### config.mk
export PLATFORM = sky130hd
export DESIGN_NAME = multichannel_averaging_scaler
export DESIGN_NICKNAME = d
export VERILOG_FILES = /design/src/sv/mas_pkg.sv /design/src/sv/mas_arith.sv /design/src/sv/multichannel_averaging_scaler.sv
export SDC_FILE = /design/constraint.sdc
export NUM_CORES = 2
export LEC_CHECK = 0
export ABC_CLOCK_PERIOD_IN_PS = 9150
export BUFFER_PORTS_ARGS = -buffer_cell sky130_fd_sc_hd__buf_2
export CORE_ASPECT_RATIO = 0.6
export CORE_MARGIN = 2
export CORE_UTILIZATION = 56
export DETAILED_ROUTE_END_ITERATION = 7
export PLACE_DENSITY = 0.72
export SETUP_SLACK_MARGIN = 0.4
export SKIP_LAST_GASP = 1
export SLEW_MARGIN = 20
export SYNTH_ARGS = -nofsm -noshare
export SYNTH_HDL_FRONTEND = slang
export SYNTH_SLANG_ARGS = --single-unit
### constraint.sdc
create_clock -name clock -period 9.15 [get_ports clock]
set_clock_uncertainty 0.05 [all_clocks]
set_input_delay 0.915 -clock clock [delete_from_list [all_inputs] [get_ports clock]]
set_output_delay 0.915 -clock clock [all_outputs]
set_load 0.01 [all_outputs]
### src/sv/mas_pkg.sv
// ----------------------------------------------------------------------------
// mas_pkg: shared types and constants of the averaging scaler
// Command codes, scale factors, sequencer states and the control/status
// structs between the sequencer and the shared arithmetic unit.
// ----------------------------------------------------------------------------
package mas_pkg;

   localparam int CHANNELS_DEFAULT = 11;

   localparam int CMD_W   = 2;
   localparam int CHAN_W  = 4;
   localparam int DATA_W  = 16;
   localparam int SUM_W   = 32;
   localparam int K_W     = 14;
   localparam int PROD_W  = SUM_W + K_W;        // 46
   localparam int DEN_W   = DATA_W + 13;        // count times 13-bit factor
   localparam int QUO_W   = 17;                 // quotient clipped to 17 bits
   localparam int DIV_STEPS = QUO_W;
   localparam int STEP_W  = 5;

   localparam logic [DATA_W-1:0] AVG_MS_RESET = 16'd255;
   localparam logic [DATA_W-1:0] MAX16        = 16'hFFFF;

   // scale factors: millivolts = sum*12100/(count*5461),
   // milliamps = sum*550/(count*273)
   localparam logic [K_W-1:0] K_MV_NUM = 14'd12100;
   localparam logic [K_W-1:0] K_MV_DEN = 14'd5461;
   localparam logic [K_W-1:0] K_MA_NUM = 14'd550;
   localparam logic [K_W-1:0] K_MA_DEN = 14'd273;

   localparam logic [CMD_W-1:0] CMD_SAMPLE      = 2'd0;
   localparam logic [CMD_W-1:0] CMD_TICK        = 2'd1;
   localparam logic [CMD_W-1:0] CMD_LOAD_OFFSET = 2'd2;

   typedef enum logic [3:0] {
      ST_IDLE,
      ST_SMP_READ,
      ST_SMP_WRITE,
      ST_TK_READ,
      ST_TK_MUL_NUM,
      ST_TK_MUL_DEN,
      ST_TK_OVF,
      ST_TK_DIV,
      ST_TK_EMIT
   } state_type;

   typedef enum logic [2:0] {
      ARITH_HOLD,
      ARITH_MUL_NUM,
      ARITH_MUL_DEN,
      ARITH_OVF_CHECK,
      ARITH_DIV_STEP
   } arith_op_type;

   typedef struct packed {
      arith_op_type op;
      logic         is_volt;
   } arith_ctrl_type;

   typedef struct packed {
      logic             ovf;
      logic             div_done;
      logic [QUO_W-1:0] quotient;
   } arith_status_type;

endpackage

### src/sv/mas_arith.sv
// ----------------------------------------------------------------------------
// mas_arith: shared multiply / compare-subtract unit
// One 32x14 multiplier forms numerator and denominator in turn; one wide
// compare-subtract does the overflow check and the restoring division steps.
// ----------------------------------------------------------------------------
module mas_arith
   import mas_pkg::*;
(
   input  logic                 clock,
   input  logic                 reset,
   input  arith_ctrl_type       ctrl,
   input  logic [SUM_W-1:0]     opd_sum,
   input  logic [DATA_W-1:0]    opd_count,
   output arith_status_type     status
);

   logic [SUM_W-1:0]  mul_a;
   logic [K_W-1:0]    mul_b;
   logic [PROD_W-1:0] prod;
   logic [PROD_W-1:0] cmp_b;
   logic [PROD_W:0]   diff;
   logic              ge;

   logic [PROD_W-1:0] num_ff;
   logic [DEN_W-1:0]  den_ff;
   logic [PROD_W-1:0] dsh_ff;
   logic [QUO_W-1:0]  q_ff;
   logic [STEP_W-1:0] div_cnt_ff;

   always_comb begin
      if (ctrl.op == ARITH_MUL_DEN) begin
         mul_a = {{(SUM_W-DATA_W){1'b0}}, opd_count};
         mul_b = ctrl.is_volt ? K_MV_DEN : K_MA_DEN;
      end else begin
         mul_a = opd_sum;
         mul_b = ctrl.is_volt ? K_MV_NUM : K_MA_NUM;
      end
   end

   assign prod  = mul_a * mul_b;

   // overflow check compares against den << 17, division steps against dsh
   assign cmp_b = (ctrl.op == ARITH_OVF_CHECK) ? {den_ff, {QUO_W{1'b0}}} : dsh_ff;
   assign diff  = {1'b0, num_ff} - {1'b0, cmp_b};
   assign ge    = ~diff[PROD_W];

   always_ff @(posedge clock) begin
      unique case (ctrl.op)
         ARITH_HOLD: begin
         end
         ARITH_MUL_NUM: begin
            num_ff <= prod;
         end
         ARITH_MUL_DEN: begin
            den_ff <= prod[DEN_W-1:0];
         end
         ARITH_OVF_CHECK: begin
            q_ff   <= ge ? {QUO_W{1'b1}} : {QUO_W{1'b0}};
            dsh_ff <= {1'b0, den_ff, {(QUO_W-1){1'b0}}};
         end
         ARITH_DIV_STEP: begin
            if (ge) begin
               num_ff <= diff[PROD_W-1:0];
            end
            q_ff   <= {q_ff[QUO_W-2:0], ge};
            dsh_ff <= {1'b0, dsh_ff[PROD_W-1:1]};
         end
         default: begin
         end
      endcase
   end

   always_ff @(posedge clock) begin
      if (reset) begin
         div_cnt_ff <= '0;
      end else if (ctrl.op == ARITH_OVF_CHECK) begin
         div_cnt_ff <= '0;
      end else if (ctrl.op == ARITH_DIV_STEP) begin
         div_cnt_ff <= div_cnt_ff + STEP_W'(1);
      end
   end

   assign status.ovf      = ge;
   assign status.div_done = (div_cnt_ff == STEP_W'(DIV_STEPS - 1));
   assign status.quotient = q_ff;

endmodule

### src/sv/multichannel_averaging_scaler.sv
// ----------------------------------------------------------------------------
// multichannel_averaging_scaler: per-channel boxcar averaging with scaling
// Sums converter samples per channel and, at the end of each averaging
// period, reports every channel's scaled mean (mA or mV, saturated).
// ----------------------------------------------------------------------------
// Latency/throughput: a valid sample is accepted, read and written back, and no
//   new item is taken meanwhile; any other item, or a tick that ends no period,
//   is done in its accept cycle. A reporting tick is accepted, then walks all
//   channels through the shared arithmetic unit: read, 2 multiplies, overflow
//   check, 17 division steps and emit for a channel with samples; no division
//   if the check saturates; read, multiply, emit if empty; output stalls wait.
// Reset (synchronous, active high) clears all sums, counts, offsets and the
//   elapsed counter, and sets the period to 255 ms. No clearing pass.
// ----------------------------------------------------------------------------
module multichannel_averaging_scaler
   import mas_pkg::*;
#(
   parameter int CHANNELS = CHANNELS_DEFAULT
)
(
   input  logic                     clock,
   input  logic                     reset,

   input  logic                     csr_wr_en,
   input  logic [DATA_W-1:0]        csr_wr_data,

   input  logic                     req_valid,
   output logic                     req_stall,
   input  logic [CMD_W-1:0]         req_command,
   input  logic [CHAN_W-1:0]        req_channel,
   input  logic [DATA_W-1:0]        req_sample_value,
   input  logic                     req_sample_valid,
   input  logic signed [DATA_W-1:0] req_offset_value,

   output logic                     rsp_valid,
   input  logic                     rsp_stall,
   output logic [CHAN_W-1:0]        rsp_out_channel,
   output logic [DATA_W-1:0]        rsp_value,
   output logic                     rsp_no_samples,
   output logic                     rsp_last
);

   localparam int IDX_W = $clog2(CHANNELS);

   // ---- sequencer and control registers ----
   state_type         state_ff, state_in;
   logic [IDX_W-1:0]  addr_ff, addr_in;
   logic [DATA_W-1:0] elapsed_ff, elapsed_in;
   logic [DATA_W-1:0] avg_ms_ff;
   logic [DATA_W-1:0] sval_ff;

   // ---- per-channel storage; valid bits stand in for the zero reset ----
   logic [SUM_W-1:0]         sum_mem_ff [CHANNELS];
   logic [DATA_W-1:0]        cnt_mem_ff [CHANNELS];
   logic signed [DATA_W-1:0] off_mem_ff [CHANNELS];
   logic [CHANNELS-1:0]      smp_vld_ff;
   logic [CHANNELS-1:0]      off_vld_ff;

   // registered read port, one address (addr_ff)
   logic [SUM_W-1:0]         rd_sum_ff;
   logic [DATA_W-1:0]        rd_cnt_ff;
   logic signed [DATA_W-1:0] rd_off_ff;
   logic                     rd_smp_vld_ff;
   logic                     rd_off_vld_ff;

   logic [SUM_W-1:0]         sum_rd;
   logic [DATA_W-1:0]        cnt_rd;
   logic signed [DATA_W-1:0] off_rd;

   // ---- result register ----
   logic              rsp_valid_ff;
   logic [CHAN_W-1:0] rsp_chan_ff;
   logic [DATA_W-1:0] rsp_value_ff;
   logic              rsp_empty_ff;
   logic              rsp_last_ff;

   // ---- decoded request and control strobes ----
   logic              req_take;
   logic              chan_ok;
   logic [IDX_W-1:0]  req_idx;
   logic [DATA_W-1:0] el_inc;
   logic              period_end;
   logic              is_volt;
   logic              is_last_chan;
   logic              out_free;
   logic              cnt_zero;

   logic              smp_wr_en;
   logic              smp_clr_en;
   logic              off_wr_en;
   logic              out_load;

   arith_ctrl_type    arith_ctrl;
   arith_status_type  arith_stat;

   logic [DATA_W-1:0]        scaled;
   logic signed [QUO_W+1:0]  ma_sum;

   assign req_stall = (state_ff != ST_IDLE);
   assign req_take  = req_valid & ~req_stall;
   assign chan_ok   = (32'(req_channel) < CHANNELS);
   assign req_idx   = req_channel[IDX_W-1:0];

   // elapsed counter saturates; one counter serves all channels since
   // every channel shares the period and all are advanced and cleared together
   assign el_inc     = (elapsed_ff == MAX16) ? elapsed_ff : elapsed_ff + DATA_W'(1);
   assign period_end = (el_inc >= avg_ms_ff);

   assign is_last_chan = (32'(addr_ff) == CHANNELS - 1);
   assign is_volt      = is_last_chan;
   assign out_free     = ~rsp_valid_ff | ~rsp_stall;

   assign sum_rd   = rd_smp_vld_ff ? rd_sum_ff : '0;
   assign cnt_rd   = rd_smp_vld_ff ? rd_cnt_ff : '0;
   assign off_rd   = rd_off_vld_ff ? rd_off_ff : '0;
   assign cnt_zero = (cnt_rd == '0);

   // ---- next state ----
   always_comb begin
      state_in = state_ff;
      unique case (state_ff)
         ST_IDLE: begin
            if (req_take) begin
               priority if (req_command == CMD_SAMPLE && req_sample_valid && chan_ok) begin
                  state_in = ST_SMP_READ;
               end else if (req_command == CMD_TICK && period_end) begin
                  state_in = ST_TK_READ;
               end else begin
                  state_in = ST_IDLE;
               end
            end
         end
         ST_SMP_READ:   state_in = ST_SMP_WRITE;
         ST_SMP_WRITE:  state_in = ST_IDLE;
         ST_TK_READ:    state_in = ST_TK_MUL_NUM;
         ST_TK_MUL_NUM: state_in = cnt_zero ? ST_TK_EMIT : ST_TK_MUL_DEN;
         ST_TK_MUL_DEN: state_in = ST_TK_OVF;
         ST_TK_OVF:     state_in = arith_stat.ovf ? ST_TK_EMIT : ST_TK_DIV;
         ST_TK_DIV:     state_in = arith_stat.div_done ? ST_TK_EMIT : ST_TK_DIV;
         ST_TK_EMIT: begin
            if (out_free) begin
               state_in = is_last_chan ? ST_IDLE : ST_TK_READ;
            end
         end
         default:       state_in = ST_IDLE;
      endcase
   end

   // ---- outputs of the sequencer ----
   always_comb begin
      addr_in         = addr_ff;
      elapsed_in      = elapsed_ff;
      smp_wr_en       = 1'b0;
      smp_clr_en      = 1'b0;
      off_wr_en       = 1'b0;
      out_load        = 1'b0;
      arith_ctrl.op      = ARITH_HOLD;
      arith_ctrl.is_volt = is_volt;
      unique case (state_ff)
         ST_IDLE: begin
            if (req_take) begin
               priority if (req_command == CMD_SAMPLE) begin
                  addr_in = req_idx;
               end else if (req_command == CMD_TICK) begin
                  elapsed_in = period_end ? '0 : el_inc;
                  addr_in    = '0;
               end else if (req_command == CMD_LOAD_OFFSET) begin
                  off_wr_en = chan_ok;
               end else begin
                  // unused command: no effect
               end
            end
         end
         ST_SMP_READ: begin
         end
         ST_SMP_WRITE: begin
            // a full count drops the sample
            smp_wr_en = (cnt_rd != MAX16);
         end
         ST_TK_READ: begin
         end
         ST_TK_MUL_NUM:  arith_ctrl.op = ARITH_MUL_NUM;
         ST_TK_MUL_DEN:  arith_ctrl.op = ARITH_MUL_DEN;
         ST_TK_OVF:      arith_ctrl.op = ARITH_OVF_CHECK;
         ST_TK_DIV:      arith_ctrl.op = ARITH_DIV_STEP;
         ST_TK_EMIT: begin
            if (out_free) begin
               out_load   = 1'b1;
               smp_clr_en = 1'b1;
               if (!is_last_chan) begin
                  addr_in = addr_ff + IDX_W'(1);
               end
            end
         end
         default: begin
         end
      endcase
   end

   // ---- scaling of the quotient ----
   // current channels add the signed offset, then clamp to 0..65535;
   // quotient bit 16 means at least 65536 (or clipped on overflow)
   assign ma_sum = $signed({2'b00, arith_stat.quotient})
                 + {{(QUO_W+2-DATA_W){off_rd[DATA_W-1]}}, off_rd};

   always_comb begin
      priority if (cnt_zero) begin
         scaled = '0;
      end else if (is_volt) begin
         scaled = arith_stat.quotient[QUO_W-1] ? MAX16 : arith_stat.quotient[DATA_W-1:0];
      end else if (ma_sum[QUO_W+1]) begin
         scaled = '0;
      end else if (ma_sum[QUO_W:DATA_W] != '0) begin
         scaled = MAX16;
      end else begin
         scaled = ma_sum[DATA_W-1:0];
      end
   end

   mas_arith u_arith (
      .clock     (clock),
      .reset     (reset),
      .ctrl      (arith_ctrl),
      .opd_sum   (sum_rd),
      .opd_count (cnt_rd),
      .status    (arith_stat)
   );

   // ---- control registers ----
   always_ff @(posedge clock) begin
      if (reset) begin
         state_ff   <= ST_IDLE;
         addr_ff    <= '0;
         elapsed_ff <= '0;
         avg_ms_ff  <= AVG_MS_RESET;
      end else begin
         state_ff   <= state_in;
         addr_ff    <= addr_in;
         elapsed_ff <= elapsed_in;
         if (csr_wr_en) begin
            avg_ms_ff <= csr_wr_data;
         end
      end
   end

   always_ff @(posedge clock) begin
      if (req_take) begin
         sval_ff <= req_sample_value;
      end
   end

   // ---- storage: write port and registered read port ----
   always_ff @(posedge clock) begin
      if (smp_wr_en) begin
         sum_mem_ff[addr_ff] <= sum_rd + SUM_W'(sval_ff);
         cnt_mem_ff[addr_ff] <= cnt_rd + DATA_W'(1);
      end
      if (off_wr_en) begin
         off_mem_ff[req_idx] <= req_offset_value;
      end
      rd_sum_ff     <= sum_mem_ff[addr_ff];
      rd_cnt_ff     <= cnt_mem_ff[addr_ff];
      rd_off_ff     <= off_mem_ff[addr_ff];
      rd_smp_vld_ff <= smp_vld_ff[addr_ff];
      rd_off_vld_ff <= off_vld_ff[addr_ff];
   end

   // clearing a channel after its report only drops its valid bit
   always_ff @(posedge clock) begin
      if (reset) begin
         smp_vld_ff <= '0;
         off_vld_ff <= '0;
      end else begin
         if (smp_wr_en) begin
            smp_vld_ff[addr_ff] <= 1'b1;
         end
         if (smp_clr_en) begin
            smp_vld_ff[addr_ff] <= 1'b0;
         end
         if (off_wr_en) begin
            off_vld_ff[req_idx] <= 1'b1;
         end
      end
   end

   // ---- result register ----
   always_ff @(posedge clock) begin
      if (reset) begin
         rsp_valid_ff <= 1'b0;
      end else if (out_load) begin
         rsp_valid_ff <= 1'b1;
      end else if (!rsp_stall) begin
         rsp_valid_ff <= 1'b0;
      end
   end

   always_ff @(posedge clock) begin
      if (out_load) begin
         rsp_chan_ff  <= CHAN_W'(addr_ff);
         rsp_value_ff <= scaled;
         rsp_empty_ff <= cnt_zero;
         rsp_last_ff  <= is_last_chan;
      end
   end

   assign rsp_valid       = rsp_valid_ff;
   assign rsp_out_channel = rsp_chan_ff;
   assign rsp_value       = rsp_value_ff;
   assign rsp_no_samples  = rsp_empty_ff;
   assign rsp_last        = rsp_last_ff;

endmodule

==> run metrics <==
status=completed; Setup Fix Bufs, Post-CTS=0; hold-critical path depth=1; Mean Syn Cell Area=12.3 um2; Min Hold Slack=0.343 ns; All-Layer GR Usage=0.271; Die Footprint=103000 um2; Clk pin slew, worst setup/hold paths=0.06 ns; DR pass1 iterations=7; slowest stage cell, crit path=dfxtp_4; DP HPWL=95500 um; DIE HEIGHT=250 um; share of post-route cells with drive strength above 1=0.104; DR vias=36200; antenna-violating nets left=0; Synth Register Bits=1013; Port Buffers=83; final core occ=0.614; main area contributors after synthesis=edfxtp_1 (47%), fa_1 (10%), ha_1 (6.2%); register area share after synthesis=0.517; hold crit path type=primary input to flop; CTS Buffer Depth=3; CP max FO=41; crit path capture type=flop; crit-path leading delay family=adder cells; sequential share of power=0.535; final hold viol count=0; count of final setup violators=0; setup slack at placement=0.811 ns; worst setup margin=0.705 ns; Inserted Clock Buffers=93; max cap viols=0; final max-slew violation count=0; Comb pwr share=0.060; Fillers=7685; WL per Instance=22.8 um; hold path endpoint=sval_ff[9]$_DFFE_PP_; row cnt=90; fin crit share=0.923; Clock Latency Late Sink=0.71 ns; Yosys warning count=0; crit path cell chain=ha_1, nand2_2, nand2_1, o21ai_0, fa_1, inv_1, fa_1, fa_1, fa_1, fa_1, fa_1, ha_1, nand4_1, nor2_1, a221oi_1, nand2b_1, o211ai_1, a41o_1, a211oi_1, a21oi_1, xor2_1, mux2i_1; switch share=0.228; clock network power share=0.405; R2R Setup Slk=0.70 ns; crit path from=addr_ff[1]$_SDFFE_PP0P_; asr flop ratio synth=0; Setup CP Type=flop to flop; placed cells=5903; clock sink count=1013; synth unique cells=89; GP Congestion=0.983; GRT overflow=0; routed vias/inst=5.95; Yosys top cell by area=edfxtp_1; share of the synthesized area in the top cell type=0.469; area delta synth->final=9.16%; Layout Cells excl Fill=6080; Slew headroom=0.299; H-tree depth=3; Int Pwr=7.33 mW; DRT Wirelength=138000 um; WP data required=9.54 ns; Worst-Margin Slew=1.05 ns; drt drc=0; largest net degree at the start of global routing=148; Hold Startpoint=req_sample_value[9]; clock root buffer=clkbuf_16; global-route wire length before repair=212000 um; CP Buf/Inv Count=1; clock period minus worst slack=8.45 ns; die width=413 um; DRT iter0 DRCs=4093; main flop type after synthesis=edfxtp_1; Critical R2R Capture=u_arith.num_ff[44]$_DFFE_PP_; Placeable Area=100000 um2; critical path startpoint category=flop; CP arrival=8.84 ns; fmax=118 MHz; Pwr Density=155 nW/um2; RSZ-0062 raised after global routing=false; initial core utilization=0.563; R2R Path Start=addr_ff[1]$_SDFFE_PP0P_; leakage=24.9 nW; number of global-route vias before repair=34700; Synth Instances=4560; Psw=2.17 mW; maximum vdd drop=0.158 mV; top-level port count=84; CP most frequent cell=fa_1; initial antenna violation count=0; Largest stage delay, worst path=0.72 ns; Worst R2R Path Depth=22; number of synthesized flops with an enable pin=879; synthesized cell area=56300 um2; Sum Neg Setup Slack=0 ns; CTS tree=built; Final nets=5286
state kept, by name, indices dropped and copies added (netlist names), 17 cells and up, named ones only:
signal          count
cnt_mem_ff        176
off_mem_ff        176
rd_sum_ff          32
sum_mem_ff        352
u_arith.den_ff     29
u_arith.dsh_ff     45
u_arith.num_ff     46
u_arith.q_ff       17
metal layers:
metal  GRT usage  wire length [um]  vias to the layer above
met2       0.368             56200                     1621
met5           0                 0                        -
met4      0.0552              2440                        0
li1            -                 -                    16300
met3      0.0511             13700                      157
met1       0.450             66100                    18100
cell usage after synthesis, types with 48 or more instances:
cell,n
mux2i_1,182
a221o_1,49
fa_1,285
nand2_1,458
xor2_1,60
a21oi_1,203
inv_1,474
and2_1,77
dfxtp_1,134
clkbuf_1,147
nor2_1,306
mux4_2,86
edfxtp_1,879
ha_1,277
nand3_1,72
o21ai_0,186
mux2_2,48
a21o_1,67
xnor2_1,97
power groups by stage:
| stage | clock (mW) | sequential, mW | combinational (mW) |
|---|---|---|---|
| floorplan | 0 | 5.15 | 0.398 |
| global placement | 0 | 5.18 | 0.550 |
| detailed placement | 0 | 5.18 | 0.560 |
| CTS | 3.89 | 5.08 | 0.563 |
| global route | 4.07 | 5.08 | 0.628 |
| finish | 3.85 | 5.08 | 0.568 |
worst reg2reg max path, stage by stage, from the launching register on:
cell and delay [ns]:
dfxtp_4 0.72, ha_1 0.39, nand2_2 0.19, nand2_1 0.58, o21ai_0 0.29, fa_1 0.64
inv_1 0.08, fa_1 0.65, fa_1 0.48, fa_1 0.42, fa_1 0.55, fa_1 0.43
ha_1 0.43, nand4_1 0.24, nor2_1 0.07, a221oi_1 0.58, nand2b_1 0.14, o211ai_1 0.44
a41o_1 0.31, a211oi_1 0.10, a21oi_1 0.17, xor2_1 0.16, mux2i_1 0.09
kinds of logic after synthesis:
kind of cell    synth area share
compound gates            0.0865
xor+xnor                  0.0244
fa+ha+maj                  0.163
buf+inv                   0.0443
flops                      0.517
mux                       0.0764
other cells             0.000133
simple gates              0.0883
through the flow:
step | power [mW] | instance area (um2)
2_1_floorplan | 5.55 | 56400
3_3_place_gp | 5.73 | 58400
3_5_place_dp | 5.74 | 58400
4_1_cts | 9.54 | 61400
5_1_grt | 9.78 | 61400
6_report | 9.50 | 61400
worst max-delay path by stage:
stage | end | slack, ns | cells past startpoint
3_5_place_dp | u_arith.num_ff[45]$_DFFE_PP_ | 0.81 | 26
4_1_cts | u_arith.num_ff[45]$_DFFE_PP_ | 0.80 | 26
6_report | u_arith.num_ff[44]$_DFFE_PP_ | 0.70 | 22
2_1_floorplan | u_arith.num_ff[45]$_DFFE_PP_ | 0.79 | 34
3_3_place_gp | u_arith.num_ff[45]$_DFFE_PP_ | 1.06 | 26
5_1_grt | u_arith.num_ff[42]$_DFFE_PP_ | 0.41 | 28
repair_timing:
| item | CTS | global route |
|---|---|---|
| gates resized for setup | 0 | 3 |
| setup endpoints to repair | 0 | 4 |
| hold buffers | 0 | 0 |
cells in the final DEF (no fill, tap or decap), drive strengths merged, types with 32 or more instances in the layout:
cell	count
nand3	72
clkinv	38
and2	77
xnor2	97
edfxtp	879
ha	277
xor2	60
inv	479
buf	148
nand4	32
and3	36
conb	48
clkbuf	120
mux2	48
nor2	306
a21o	67
a221o	49
a21oi	214
mux2i	182
fa	285
o21ai	199
mux4	86
nand2	458
o211ai	40
dfxtp	134
final cells by class:
| class | instances | area (um2) | area share |
|---|---|---|---|
| antenna | 2 | 5.00 | 0.0000815 |
| clock buffer | 120 | 2520 | 0.0411 |
| clock inverter | 55 | 470 | 0.00766 |
| inverter | 475 | 1790 | 0.0291 |
| multi-input combinational | 2933 | 24900 | 0.406 |
| sequential | 1013 | 29100 | 0.474 |
| tap | 1334 | 1670 | 0.0272 |
| timing repair buffer | 148 | 932 | 0.0152 |
Power figures use the tool's default switching activity.
